[src/rtl/cstf_pkg.sv]
// shared types, register codes and helpers for the character stuffing framer
package cstf_pkg;

  typedef struct packed {
    logic [31:0] start_delim;
    logic [2:0]  start_len;
    logic [31:0] end_delim;
    logic [2:0]  end_len;
    logic [31:0] stuff_seq;
    logic [2:0]  stuff_len;
  } cfg_t;

  typedef enum logic [2:0] {
    IDX_START_DELIM = 3'd0,
    IDX_START_LEN   = 3'd1,
    IDX_END_DELIM   = 3'd2,
    IDX_END_LEN     = 3'd3,
    IDX_STUFF_SEQ   = 3'd4,
    IDX_STUFF_LEN   = 3'd5
  } cfg_idx_t;

  typedef struct packed {
    logic need_start;
    logic last;
    logic full;
  } job_ctl_t;

  typedef enum logic [2:0] {
    PH_START = 3'b001,
    PH_POS   = 3'b010,
    PH_END   = 3'b100
  } phase_t;

  localparam logic [1:0] KIND_START = 2'd0;
  localparam logic [1:0] KIND_END   = 2'd1;
  localparam logic [1:0] KIND_ESC   = 2'd2;
  localparam logic [1:0] KIND_BYTE  = 2'd3;

  // "esc", first character in the low byte
  localparam logic [23:0] ESC_LIT = 24'h637365;

  localparam logic [31:0] DEF_DELIM = 32'd126;
  localparam logic [31:0] DEF_STUFF = 32'd27;
  localparam logic [2:0]  DEF_LEN   = 3'd1;

  function automatic logic [2:0] clamp4(input logic [2:0] len);
    return len[2] ? 3'd4 : len;
  endfunction

endpackage

[src/rtl/cstf_cfg_regs.sv]
// configuration register file for the framer
module cstf_cfg_regs import cstf_pkg::*; (
  input  logic        clk,
  input  logic        rst,
  input  logic        wr_en,
  input  logic [2:0]  wr_index,
  input  logic [31:0] wr_data,
  output cfg_t        cfg
);

  always_ff @(posedge clk) begin
    if (rst) begin
      cfg.start_delim <= DEF_DELIM;
      cfg.start_len   <= DEF_LEN;
      cfg.end_delim   <= DEF_DELIM;
      cfg.end_len     <= DEF_LEN;
      cfg.stuff_seq   <= DEF_STUFF;
      cfg.stuff_len   <= DEF_LEN;
    end else if (wr_en) begin
      case (cfg_idx_t'(wr_index))
        IDX_START_DELIM: cfg.start_delim <= wr_data;
        IDX_START_LEN:   cfg.start_len   <= wr_data[2:0];
        IDX_END_DELIM:   cfg.end_delim   <= wr_data;
        IDX_END_LEN:     cfg.end_len     <= wr_data[2:0];
        IDX_STUFF_SEQ:   cfg.stuff_seq   <= wr_data;
        IDX_STUFF_LEN:   cfg.stuff_len   <= wr_data[2:0];
        default: ;
      endcase
    end
  end

endmodule

[src/rtl/cstf_window.sv]
// look-ahead window, frame state and per-position delimiter matching
module cstf_window import cstf_pkg::*; #(
  parameter int MAX_DELIM = 4
) (
  input  logic                               clk,
  input  logic                               rst,
  input  cfg_t                               cfg,
  input  logic                               accept,
  input  logic [7:0]                         data_byte,
  input  logic                               frame_end,
  output job_ctl_t                           ctl,
  output logic [MAX_DELIM-1:0][7:0]          win,
  output logic [MAX_DELIM-1:0][2:0]          flags,
  output logic [$clog2(MAX_DELIM+1)-1:0]     npos
);

  localparam int PW = $clog2(MAX_DELIM);
  localparam int CW = $clog2(MAX_DELIM + 1);

  logic [MAX_DELIM-2:0][7:0] la;
  logic [PW-1:0]             count;
  logic                      in_frame;
  logic [CW-1:0]             n;
  logic                      full;

  function automatic int match_len(input logic [2:0] len);
    int l;
    l = int'(clamp4(len));
    return (l > MAX_DELIM) ? MAX_DELIM : l;
  endfunction

  function automatic logic seq_match(input logic [MAX_DELIM-1:0][7:0] w, input int nn,
                                     input int p, input logic [31:0] seq, input int l);
    logic ok;
    int   idx;
    ok = (p + l <= nn);
    for (int i = 0; i < 4; i++) begin
      idx = p + i;
      if (i < l && idx < MAX_DELIM) begin
        if (w[idx[PW-1:0]] != seq[8*i +: 8]) ok = 1'b0;
      end
    end
    return ok;
  endfunction

  always_comb begin
    n    = CW'(count) + CW'(1);
    full = (n == CW'(MAX_DELIM));
    for (int i = 0; i < MAX_DELIM - 1; i++) begin
      if (PW'(i) < count) win[i] = la[i];
      else if (PW'(i) == count) win[i] = data_byte;
      else win[i] = 8'h00;
    end
    win[MAX_DELIM-1] = (count == PW'(MAX_DELIM - 1)) ? data_byte : 8'h00;
    for (int p = 0; p < MAX_DELIM; p++) begin
      flags[p][KIND_START] = seq_match(win, int'(n), p, cfg.start_delim,
                                       match_len(cfg.start_len));
      flags[p][KIND_END]   = seq_match(win, int'(n), p, cfg.end_delim,
                                       match_len(cfg.end_len));
      flags[p][KIND_ESC]   = seq_match(win, int'(n), p, {8'h00, ESC_LIT}, 3);
    end
    ctl.need_start = !in_frame;
    ctl.last       = frame_end;
    ctl.full       = full;
    npos = frame_end ? n : (full ? CW'(1) : '0);
  end

  always_ff @(posedge clk) begin
    if (rst) begin
      count    <= '0;
      in_frame <= 1'b0;
    end else if (accept) begin
      in_frame <= !frame_end;
      if (frame_end) count <= '0;
      else if (full) count <= PW'(MAX_DELIM - 1);
      else count <= count + PW'(1);
    end
  end

  always_ff @(posedge clk) begin
    if (accept && !frame_end) begin
      for (int i = 0; i < MAX_DELIM - 1; i++) begin
        if (full) la[i] <= win[i+1];
        else if (count == PW'(i)) la[i] <= data_byte;
      end
    end
  end

endmodule

[src/rtl/cstf_emitter.sv]
// job register and byte sequencer with output register
module cstf_emitter import cstf_pkg::*; #(
  parameter int MAX_DELIM = 4
) (
  input  logic                           clk,
  input  logic                           rst,
  input  cfg_t                           cfg,
  input  logic                           accept,
  input  job_ctl_t                       ctl,
  input  logic [MAX_DELIM-1:0][7:0]      win,
  input  logic [MAX_DELIM-1:0][2:0]      flags,
  input  logic [$clog2(MAX_DELIM+1)-1:0] npos,
  output logic                           ready,
  output logic                           out_valid,
  input  logic                           out_ready,
  output logic [7:0]                     out_byte,
  output logic                           run_last,
  output logic                           frame_done
);

  localparam int PW = $clog2(MAX_DELIM);
  localparam int CW = $clog2(MAX_DELIM + 1);

  logic                      jv;
  logic                      j_last;
  logic [MAX_DELIM-1:0][7:0] j_win;
  logic [MAX_DELIM-1:0][2:0] j_flags;
  logic [CW-1:0]             j_npos;
  phase_t                    ph;
  logic [PW-1:0]             p;
  logic [1:0]                kind;
  logic [1:0]                j;

  phase_t        ph_next;
  logic [PW-1:0] p_next;
  logic [1:0]    kind_next;
  logic [1:0]    j_next;
  logic          done;
  logic          emit;
  logic          has_out;
  logic          end_need;
  logic          ul_nz;
  logic [2:0]    sl;
  logic [2:0]    ul;
  logic [2:0]    el;
  logic [2:0]    seg_len;
  logic [7:0]    cur_byte;
  logic [PW:0]   p_inc;
  logic [3:0]    am_cur;
  logic [3:0]    am_inc;
  logic [3:0]    am_first;
  logic [3:0]    am_load;

  function automatic logic [3:0] active(input logic [2:0] f, input logic nz);
    return {1'b1, f & {3{nz}}};
  endfunction

  function automatic logic [1:0] first_kind(input logic [3:0] am, input logic [1:0] k);
    logic [1:0] r;
    r = KIND_BYTE;
    for (int i = 3; i >= 0; i--) begin
      if (am[i] && 2'(i) >= k) r = 2'(i);
    end
    return r;
  endfunction

  always_comb begin
    sl       = clamp4(cfg.start_len);
    ul       = clamp4(cfg.stuff_len);
    el       = clamp4(cfg.end_len);
    ul_nz    = (ul != 3'd0);
    emit     = jv && (!out_valid || out_ready);
    end_need = j_last && (el != 3'd0);
    has_out  = (ctl.need_start && sl != 3'd0) || ctl.last || ctl.full;
    p_inc    = {1'b0, p} + (PW+1)'(1);
    am_cur   = active(j_flags[p], ul_nz);
    am_first = active(j_flags[0], ul_nz);
    am_load  = active(flags[0], ul_nz);
    if (int'(p_inc) < MAX_DELIM) am_inc = active(j_flags[p_inc[PW-1:0]], ul_nz);
    else am_inc = 4'b1000;

    case (ph)
      PH_START: begin
        seg_len  = sl;
        cur_byte = cfg.start_delim[{j, 3'b000} +: 8];
      end
      PH_POS: begin
        seg_len  = (kind == KIND_BYTE) ? 3'd1 : ul;
        cur_byte = (kind == KIND_BYTE) ? j_win[p] : cfg.stuff_seq[{j, 3'b000} +: 8];
      end
      PH_END: begin
        seg_len  = el;
        cur_byte = cfg.end_delim[{j, 3'b000} +: 8];
      end
      default: begin
        seg_len  = 3'd1;
        cur_byte = 8'h00;
      end
    endcase

    ph_next   = ph;
    p_next    = p;
    kind_next = kind;
    j_next    = j;
    done      = 1'b0;
    if ({1'b0, j} + 3'd1 < seg_len) begin
      j_next = j + 2'd1;
    end else begin
      j_next = 2'd0;
      case (ph)
        PH_START: begin
          if (j_npos != '0) begin
            ph_next   = PH_POS;
            p_next    = '0;
            kind_next = first_kind(am_first, KIND_START);
          end else if (end_need) begin
            ph_next = PH_END;
          end else begin
            done = 1'b1;
          end
        end
        PH_POS: begin
          if (kind != KIND_BYTE) begin
            kind_next = first_kind(am_cur, kind + 2'd1);
          end else if (int'(p_inc) < int'(j_npos)) begin
            p_next    = p_inc[PW-1:0];
            kind_next = first_kind(am_inc, KIND_START);
          end else if (end_need) begin
            ph_next = PH_END;
          end else begin
            done = 1'b1;
          end
        end
        PH_END:  done = 1'b1;
        default: done = 1'b1;
      endcase
    end

    ready = !jv || (emit && done);
  end

  always_ff @(posedge clk) begin
    if (rst) begin
      jv        <= 1'b0;
      out_valid <= 1'b0;
      ph        <= PH_START;
      p         <= '0;
      kind      <= KIND_START;
      j         <= 2'd0;
    end else begin
      if (emit) out_valid <= 1'b1;
      else if (out_ready) out_valid <= 1'b0;

      if (accept && has_out) begin
        jv <= 1'b1;
        p  <= '0;
        j  <= 2'd0;
        if (ctl.need_start && sl != 3'd0) begin
          ph   <= PH_START;
          kind <= KIND_START;
        end else begin
          ph   <= PH_POS;
          kind <= first_kind(am_load, KIND_START);
        end
      end else if (emit) begin
        if (done) jv <= 1'b0;
        ph   <= ph_next;
        p    <= p_next;
        kind <= kind_next;
        j    <= j_next;
      end
    end
  end

  always_ff @(posedge clk) begin
    if (accept && has_out) begin
      j_last  <= ctl.last;
      j_win   <= win;
      j_flags <= flags;
      j_npos  <= npos;
    end
    if (emit) begin
      out_byte   <= cur_byte;
      run_last   <= done;
      frame_done <= done && j_last;
    end
  end

endmodule

[src/rtl/character_stuffing_framer_core.sv]
// top level of the character stuffing framer
// an item that releases bytes passes the job register, then the output register, before
// its first byte shows; a payload byte waits for MAX_DELIM-1 later bytes or for the end
// of its frame. throughput: the sequencer sends one byte a cycle unless m_tready stalls
// it, so an item that causes more than one byte holds the input until its last byte is
// sent; items causing zero or one byte go at one a cycle when the output does not stall.
// reset (synchronous): window emptied, idle between frames, registers back to their defaults
module character_stuffing_framer_core import cstf_pkg::*; #(
  parameter int MAX_DELIM = 4
) (
  input  logic        clk,
  input  logic        rst,
  input  logic        s_tvalid,
  output logic        s_tready,
  input  logic [7:0]  s_tdata,   // data_byte
  input  logic        s_tlast,   // frame_end
  output logic        m_tvalid,
  input  logic        m_tready,
  output logic [7:0]  m_tdata,   // out_byte
  output logic        m_tlast,   // run_last
  output logic [0:0]  m_tuser,   // frame_done
  input  logic        cfg_valid,
  output logic        cfg_ready,
  input  logic [2:0]  cfg_index,
  input  logic [31:0] cfg_data
);

  cfg_t                           cfg;
  job_ctl_t                       ctl;
  logic [MAX_DELIM-1:0][7:0]      win;
  logic [MAX_DELIM-1:0][2:0]      flags;
  logic [$clog2(MAX_DELIM+1)-1:0] npos;
  logic                           accept;
  logic                           done_flag;

  assign cfg_ready  = 1'b1;
  assign accept     = s_tvalid && s_tready;
  assign m_tuser[0] = done_flag;

  cstf_cfg_regs u_cfg (
    .clk      (clk),
    .rst      (rst),
    .wr_en    (cfg_valid && cfg_ready),
    .wr_index (cfg_index),
    .wr_data  (cfg_data),
    .cfg      (cfg)
  );

  cstf_window #(.MAX_DELIM(MAX_DELIM)) u_window (
    .clk       (clk),
    .rst       (rst),
    .cfg       (cfg),
    .accept    (accept),
    .data_byte (s_tdata),
    .frame_end (s_tlast),
    .ctl       (ctl),
    .win       (win),
    .flags     (flags),
    .npos      (npos)
  );

  cstf_emitter #(.MAX_DELIM(MAX_DELIM)) u_emitter (
    .clk        (clk),
    .rst        (rst),
    .cfg        (cfg),
    .accept     (accept),
    .ctl        (ctl),
    .win        (win),
    .flags      (flags),
    .npos       (npos),
    .ready      (s_tready),
    .out_valid  (m_tvalid),
    .out_ready  (m_tready),
    .out_byte   (m_tdata),
    .run_last   (m_tlast),
    .frame_done (done_flag)
  );

  a_done_is_last: assert property (@(posedge clk) disable iff (rst)
    m_tvalid && m_tuser[0] |-> m_tlast)
    else $error("frame done flag on a byte that does not end its item");

  a_frame_end_emits: assert property (@(posedge clk) disable iff (rst)
    s_tvalid && s_tready && s_tlast |-> ##2 m_tvalid)
    else $error("frame end item produced no output");

  a_run_continues: assert property (@(posedge clk) disable iff (rst)
    m_tvalid && m_tready && !m_tlast |=> m_tvalid)
    else $error("output stopped inside an item's byte run");

endmodule
[config.mk]
export PLATFORM = sky130hd
export DESIGN_NAME = character_stuffing_framer_core
export DESIGN_NICKNAME = d
export VERILOG_FILES = /design/src/rtl/cstf_pkg.sv /design/src/rtl/cstf_cfg_regs.sv /design/src/rtl/cstf_window.sv /design/src/rtl/cstf_emitter.sv /design/src/rtl/character_stuffing_framer_core.sv
export SDC_FILE = /design/constraint.sdc
export NUM_CORES = 1
export LEC_CHECK = 0
export ABC_AREA = 0
export BUFFER_PORTS_ARGS = -buffer_cell sky130_fd_sc_hd__buf_4
export CELL_PAD_IN_SITES_DETAIL_PLACEMENT = 1
export CELL_PAD_IN_SITES_GLOBAL_PLACEMENT = 1
export CORE_MARGIN = 2
export CORE_UTILIZATION = 36
export CTS_CLUSTER_DIAMETER = 60
export CTS_CLUSTER_SIZE = 8
export DETAILED_ROUTE_END_ITERATION = 7
export PLACE_DENSITY_LB_ADDON = 0.1
export SLEW_MARGIN = 5
export SYNTH_ARGS = -nofsm -noshare
export SYNTH_HDL_FRONTEND = slang
export SYNTH_HIERARCHICAL = 1
export SYNTH_SLANG_ARGS = --single-unit
[constraint.sdc]
create_clock -name clk -period 4.3 [get_ports clk]
set_input_delay 0.43 -clock clk [delete_from_list [all_inputs] [get_ports clk]]
set_output_delay 0.43 -clock clk [all_outputs]
set_load 0.1 [all_outputs]
* Word level (Yosys, flattened, before mapping)
Cells that the tools add are included.
** Storage, ports and cells
- Bits in read-only memories :: 0
- Register bits after elaboration :: 201
- Memories :: 0
- Logic and storage cells :: 309
- Bits of input ports :: 49
- RAM bits :: 0
- Output and inout bits :: 13
- Latch bits :: 0
** Operators by class
- Multiply operators :: 0
- Mux-type cells :: 121
- Bitwise operators :: 5
- Equal/unequal tests :: 53
- Div/mod/pow operators :: 0
- Shifts and indexed selects :: 3
- Magnitude comparators :: 33
- $add $sub $neg :: 12
- Reduce and logical (&&, ||, !) cells :: 49
** Operators by type and width (count)
- <= comparator 32 x 4 -> 1 bit :: 6
- inequality test 8 bit :: 20
- adder 3 x 32 -> 32 bit, first input constant :: 4
- < comparator 3 x 32 -> 1 bit, first input constant :: 4
- two-way mux 8 bit :: 15
- variable part select 32 x 6 -> 8 bit :: 3
- inequality test 8 x 7 -> 1 bit, second input constant :: 9
- < comparator 1 x 32 -> 1 bit, first input constant :: 2
- < comparator 2 x 32 -> 1 bit, first input constant :: 2
- two-way mux 1 bit :: 58
- two-way mux 3 bit :: 17
- two-way mux 2 bit :: 22
- case mux 8 bit (3 select lines) :: 1
- AND reduction 2 bit :: 10
- binary-select mux 8 bit (select 2 bit) :: 1
- nonzero test 3 bit :: 5
- nonzero test 2 bit :: 7
- bitwise AND 3 bit :: 4
- binary-select mux 3 bit (select 2 bit) :: 2
- equality test 3 bit, second input constant :: 4
- logical AND 1 bit :: 11
- AND reduction 5 bit :: 2
- adder 2 x 1 -> 3 bit, second input constant :: 3
- equality test 3 x 2 -> 1 bit, second input constant :: 3
- 35 further kinds :: 61

* Depth between registers and ports, before layout
- Depth in word-level cells :: 18
- Mapped depth :: 16
- Mapped depth without buffers :: 15

* Modules after synthesis
The synthesis kept the hierarchy.
** By module, submodules not included
- cstf_window :: sequential area each 780.7 um2, area each 5497.8 um2, cells an instance 751, instances 1
- cstf_cfg_regs :: sequential area each 2102.0 um2, area each 4217.8 um2, cells an instance 389, instances 1
- cstf_emitter :: sequential area each 1961.9 um2, area each 4008.8 um2, cells an instance 283, instances 1
- character_stuffing_framer_core :: sequential area each 0.0 um2, area each 17.5 um2, cells an instance 3, instances 1

* Worst setup path after synthesis
Ideal clock, no wire load.
- Kind :: reg-to-reg
- Start :: register u_emitter.ph[0]
- End :: register u_emitter.kind[1]
- Library setup time :: 0.123 ns
- Data required time :: 4.177 ns
- Slack :: -0.353 ns
- Arrival time :: 4.530 ns
- Buffers on the path :: 2
- Period minus slack after synthesis :: 4.653 ns
- Cell stages (with the launch flop) :: 15
- Cell sequence :: dfxtp_1 -> buf_6 -> nor3b_2 -> buf_4 -> a21oi_1 -> ha_1 -> nand2_1 -> o21ai_0 -> o21a_1 -> a21o_1 -> and2_1 -> nand2_1 -> inv_1 -> a311o_1 -> a221oi_2
** Between the ends
- Word-level cells in the longest chain between the ends :: 10
- Elaborated cells between the ends (all ways) :: 21
- Classes of those cells :: order compare (1); eq/ne (6); mux (7); reduce/logical (7)
** RTL lines
- start: declaration :: RTL line cstf_emitter.sv:29 : phase_t ph;
- start signal: assignment :: RTL line cstf_emitter.sv:167 : ph <= ph_next;
- equality test 3 bit (tied with other cells) :: RTL line cstf_emitter.sv:82 : case (ph)
- case mux 3 bit (3 select lines) :: RTL line cstf_emitter.sv:82
- < comparator 3 bit :: RTL line cstf_emitter.sv:106 : if ({1'b0, j} + 3'd1 < seg_len) begin
- two-way mux 1 bit * :: RTL line cstf_emitter.sv:106
- via u_emitter.done :: RTL line cstf_emitter.sv:38 : logic done;
- logical AND 1 bit * :: RTL line cstf_emitter.sv:139 : ready = !jv || (emit && done);
- logical OR 1 bit * :: RTL line cstf_emitter.sv:139
- via s_tready :: RTL line character_stuffing_framer_core.sv:14 : output logic s_tready,
- logical AND 1 bit * :: RTL line character_stuffing_framer_core.sv:37 : assign accept = s_tvalid && s_tready;
- via accept :: RTL line character_stuffing_framer_core.sv:33 : logic accept;
- logical AND 1 bit * :: RTL line cstf_emitter.sv:154 : if (accept && has_out) begin
- inequality test 4 x 1 -> 1 bit (no source line) (tied with other cells)
- AND reduction 5 bit (no source line)
- end signal: assignment :: RTL line cstf_emitter.sv:163 : kind <= first_kind(am_load, KIND_START);
- end signal: assignment :: RTL line cstf_emitter.sv:169 : kind <= kind_next;
- end: declaration :: RTL line cstf_emitter.sv:31 : logic [1:0] kind;
Mark *: on every way through the listed nets, which the timed path passes. The rest lies on a longest branch. The select of a mux whose other input is x is not followed.
A chain may end at the register's enable or synchronous reset.

==> flow_metrics.env <==
export IMPL_cp_cell_sequence="inv_1 -> buf_4 -> ha_1 -> mux2i_1 -> xnor2_1 -> nor4_1 -> nand2_1 -> a211oi_1 -> o2111a_1 -> inv_1 -> a21oi_1 -> o22ai_1 -> nor2_1 -> a21oi_1 -> a221oi_1"
export IMPL_hp_class="input port to flop"
export IMPL_p_per_area_nw_per_um2=369
export IMPL_cts_clk_slew_worst_paths_ps=50
export IMPL_die_x_um=199
export IMPL_netlist_area_um2=13700
export IMPL_p_sw_share_pct=31.0
export IMPL_crit_fanout=9
export IMPL_maxSlewHeadroom_pct=43.4
export IMPL_drt_pass1_iterations=4
export IMPL_pwr_share_comb_pct=20.6
export IMPL_cts_setup_buffers=0
export IMPL_final_common_cell="mux2i_1"
export IMPL_maxCapViolations=0
export IMPL_drt_wl_total_mm=51.5
export IMPL_cts_tree="built"
export IMPL_yosys_area_top_type="edfxtp_1"
export IMPL_slowest_stage="mux2i_1"
export IMPL_ys_seq_area_share_pct=35.3
export IMPL_ys_flop_type="dfxtp_1"
export IMPL_portBuffers=60
export IMPL_slowest_delay_ps=530
export IMPL_start_util_pct=36.5
export IMPL_grt_max_degree=97
export IMPL_finalCritPeriodShare_pct=86.1
export IMPL_worstSetupStartpoint="u_window/count[0]"
export IMPL_mostFrequentLayoutCells="129 x mux2i_1, 125 x nand2b_1, 118 x dfxtp_1"
export IMPL_ir_drop_mv=0.288
export IMPL_syn_inst=1426
export IMPL_timing_hold_ws_ps=123
export IMPL_via_per_inst=5.63
export IMPL_grt_ovfl_total=0
export IMPL_via_count=11000
export IMPL_syn_num_nets=1516
export IMPL_criticalPathCategory="flop to flop"
export IMPL_switchingPower_mw=1.77
export IMPL_fmax_mhz=270
export IMPL_die_h_um=199
export IMPL_synth_warnings=6
export IMPL_yosysUniqueCellTypes=88
export IMPL_end_kind="flop"
export IMPL_internal_power_mw=3.95
export IMPL_first_global_vias=11100
export IMPL_core_um2=37700
export IMPL_min_from="cfg_data[6]"
export IMPL_dp_cells=1911
export IMPL_cts_hold_buf=0
export IMPL_drc=0
export IMPL_setup_viol=0
export IMPL_cts_max_level=1
export IMPL_cts_resized=0
export IMPL_tightest_slew_ps=848
export IMPL_diodes=0
export IMPL_seq_power_share_pct=39.8
export IMPL_drt_initial_drc_count=718
export IMPL_p_clk_share_pct=39.6
export IMPL_cts_root_buffer="clkbuf_16"
export IMPL_layout_drive_gt1_share_pct=15.0
export IMPL_r2r_slack_ps=600
export IMPL_critPathLaunchType="flop"
export IMPL_synthArstFlopShare_pct=0
export IMPL_arrival_ps=4190
export IMPL_slew_violations=0
export IMPL_ff2ff_path_depth=15
export IMPL_cts_sinks=201
export IMPL_r2r_end="u_emitter/kind[0]"
export IMPL_grt_pass1_wl_mm=76.6
export IMPL_synth_top_area_share_pct=17.9
export IMPL_fin_skew_ps=13.8
export IMPL_gp_congestion=0.894
export IMPL_numCtsBuffers=30
export IMPL_ant_nets=0
export IMPL_synth_top_cells_by_area="edfxtp_1 18%, dfxtp_1 17%, mux2i_1 9.4%"
export IMPL_setup_tns_ps=0
export IMPL_nets=1524
export IMPL_yosys_register_bits=201
export IMPL_setup_ws_ps=596
export IMPL_post_dp_hpwl_mm=38.5
export IMPL_synth_edff_count=82
export IMPL_clockBufferDepth=3
export IMPL_grtUsageTotal_pct=26.3
export IMPL_rsz0062_at_grt="no"
export IMPL_wl_per_cell_um=26.3
export IMPL_crit_cells=15
export IMPL_period_needed_ps=3700
export IMPL_antenna_found_initial=1
export IMPL_path_buf_inv=3
export IMPL_leakagePower_nw=6.08
export IMPL_r2r_start="u_window/count[0]"
export IMPL_dieArea_um2=39800
export IMPL_pin_count=62
export IMPL_status="finished, final reports clean"
export IMPL_timing_hold_violations_final=0
export IMPL_crit_end="u_emitter/kind[0]"
export IMPL_synth_area_per_cell_um2=9.64
export IMPL_final_cell_count_no_fill=1961
export IMPL_dp_slack_ps=397
export IMPL_clk_latency_ps=580
export IMPL_crit_family="compound AO/OA/AOI/OAI gates"
export IMPL_critPathRequiredTime_ps=4790
export IMPL_num_rows=71
export IMPL_area_growth_pct=12.8
[synth_stat cells (4+ instances only)]
cell type,count
a21o_1,6
a21oi_1,53
a221o_1,4
a22o_1,5
a22oi_1,15
a2bb2oi_1,4
a31oi_1,11
and2_1,8
and3b_1,5
buf_1,10
buf_2,45
buf_4,7
buf_6,9
clkbuf_1,59
dfxtp_1,119
edfxtp_1,82
ha_1,41
inv_1,63
mux2_2,5
mux2i_1,129
mux4_2,37
nand2_1,69
nand2b_1,125
nand3_1,24
nand3b_1,8
nand4_1,20
nor2_1,85
nor2b_1,12
nor3_1,16
nor4_1,22
o21a_1,5
o21ai_0,46
o22ai_1,25
o31a_1,4
o31ai_1,4
o32ai_1,4
or2_2,6
xnor2_1,95
xor2_1,60
[worst min-delay path by stage]
stage	slack, ps	end	cells after the start
2_1_floorplan	440	u_window/in_frame	2
6_report	120	u_cfg/cfg[9]	3
4_1_cts	110	u_cfg/cfg[9]	3
5_1_grt	130	u_cfg/cfg[9]	3
3_3_place_gp	460	u_cfg/cfg[11]	2
3_5_place_dp	470	u_cfg/cfg[5]	2
[layout make-up]
class	count	area (µm²)
inverter	64	244
fill	4269	22200
clock inverter	1	30.0
sequential	201	4850
multi-input combinational	1030	8040
clock buffer	47	876
timing repair buffer	107	828
tap	511	639
[state kept, by name (all words and copies together), names as in the netlist, 3 cells and up]
register / count
u_emitter/ph: 3
u_emitter/j_win: 32
u_cfg/cfg: 105
u_window/la: 24
u_emitter/j_flags: 12
u_emitter/j_npos: 3
u_emitter/out_byte: 8
[worst reg2reg max path: stages (launching register included)]
cell and delay, ps:
dfxtp_1 370, inv_1 100, buf_4 180, ha_1 490
mux2i_1 530, xnor2_1 120, nor4_1 350, nand2_1 160
a211oi_1 270, o2111a_1 340, inv_1 70, a21oi_1 150
o22ai_1 90, nor2_1 120, a21oi_1 60, a221oi_1 240
[stage by stage]
step | power, mW | utilization [%] | cell area, µm²
floorplan | 3.11 | - | 13800
global placement | 3.47 | 38.7 | 14600
detailed placement | 3.48 | 38.7 | 14600
CTS | 5.75 | 41.1 | 15500
global route | 5.94 | 41.2 | 15500
finish | 5.71 | 41.2 | 15500
[routing by layer]
metal  track usage, %  vias up  part of all wire (%)
met5                0        -                     0
met4             7.05        0                   2.6
met3             3.22       77                   4.9
met2             42.6      305                    46
met1             37.0     5595                    46
li1                 -     5063                     -
[cell families after synthesis]
logic type               synth area share, %
AO/OA/AOI/OAI                           11.4
XOR/XNOR                                9.88
adder cells (fa/ha/maj)                 3.73
buffers and inverters                   6.43
flip-flops                              35.3
multiplexers                            15.9
other                                 0.0273
AND/OR/NAND/NOR                         17.4
[power groups by stage]
stage / clock network, mW / registers, mW / logic [mW]
CTS: 2.31 / 2.27 / 1.17
floorplan: 0 / 2.40 / 0.708
global placement: 0 / 2.31 / 1.16
detailed placement: 0 / 2.31 / 1.17
global route: 2.39 / 2.29 / 1.27
finish: 2.26 / 2.27 / 1.18
Power figures use the tool's default switching activity.
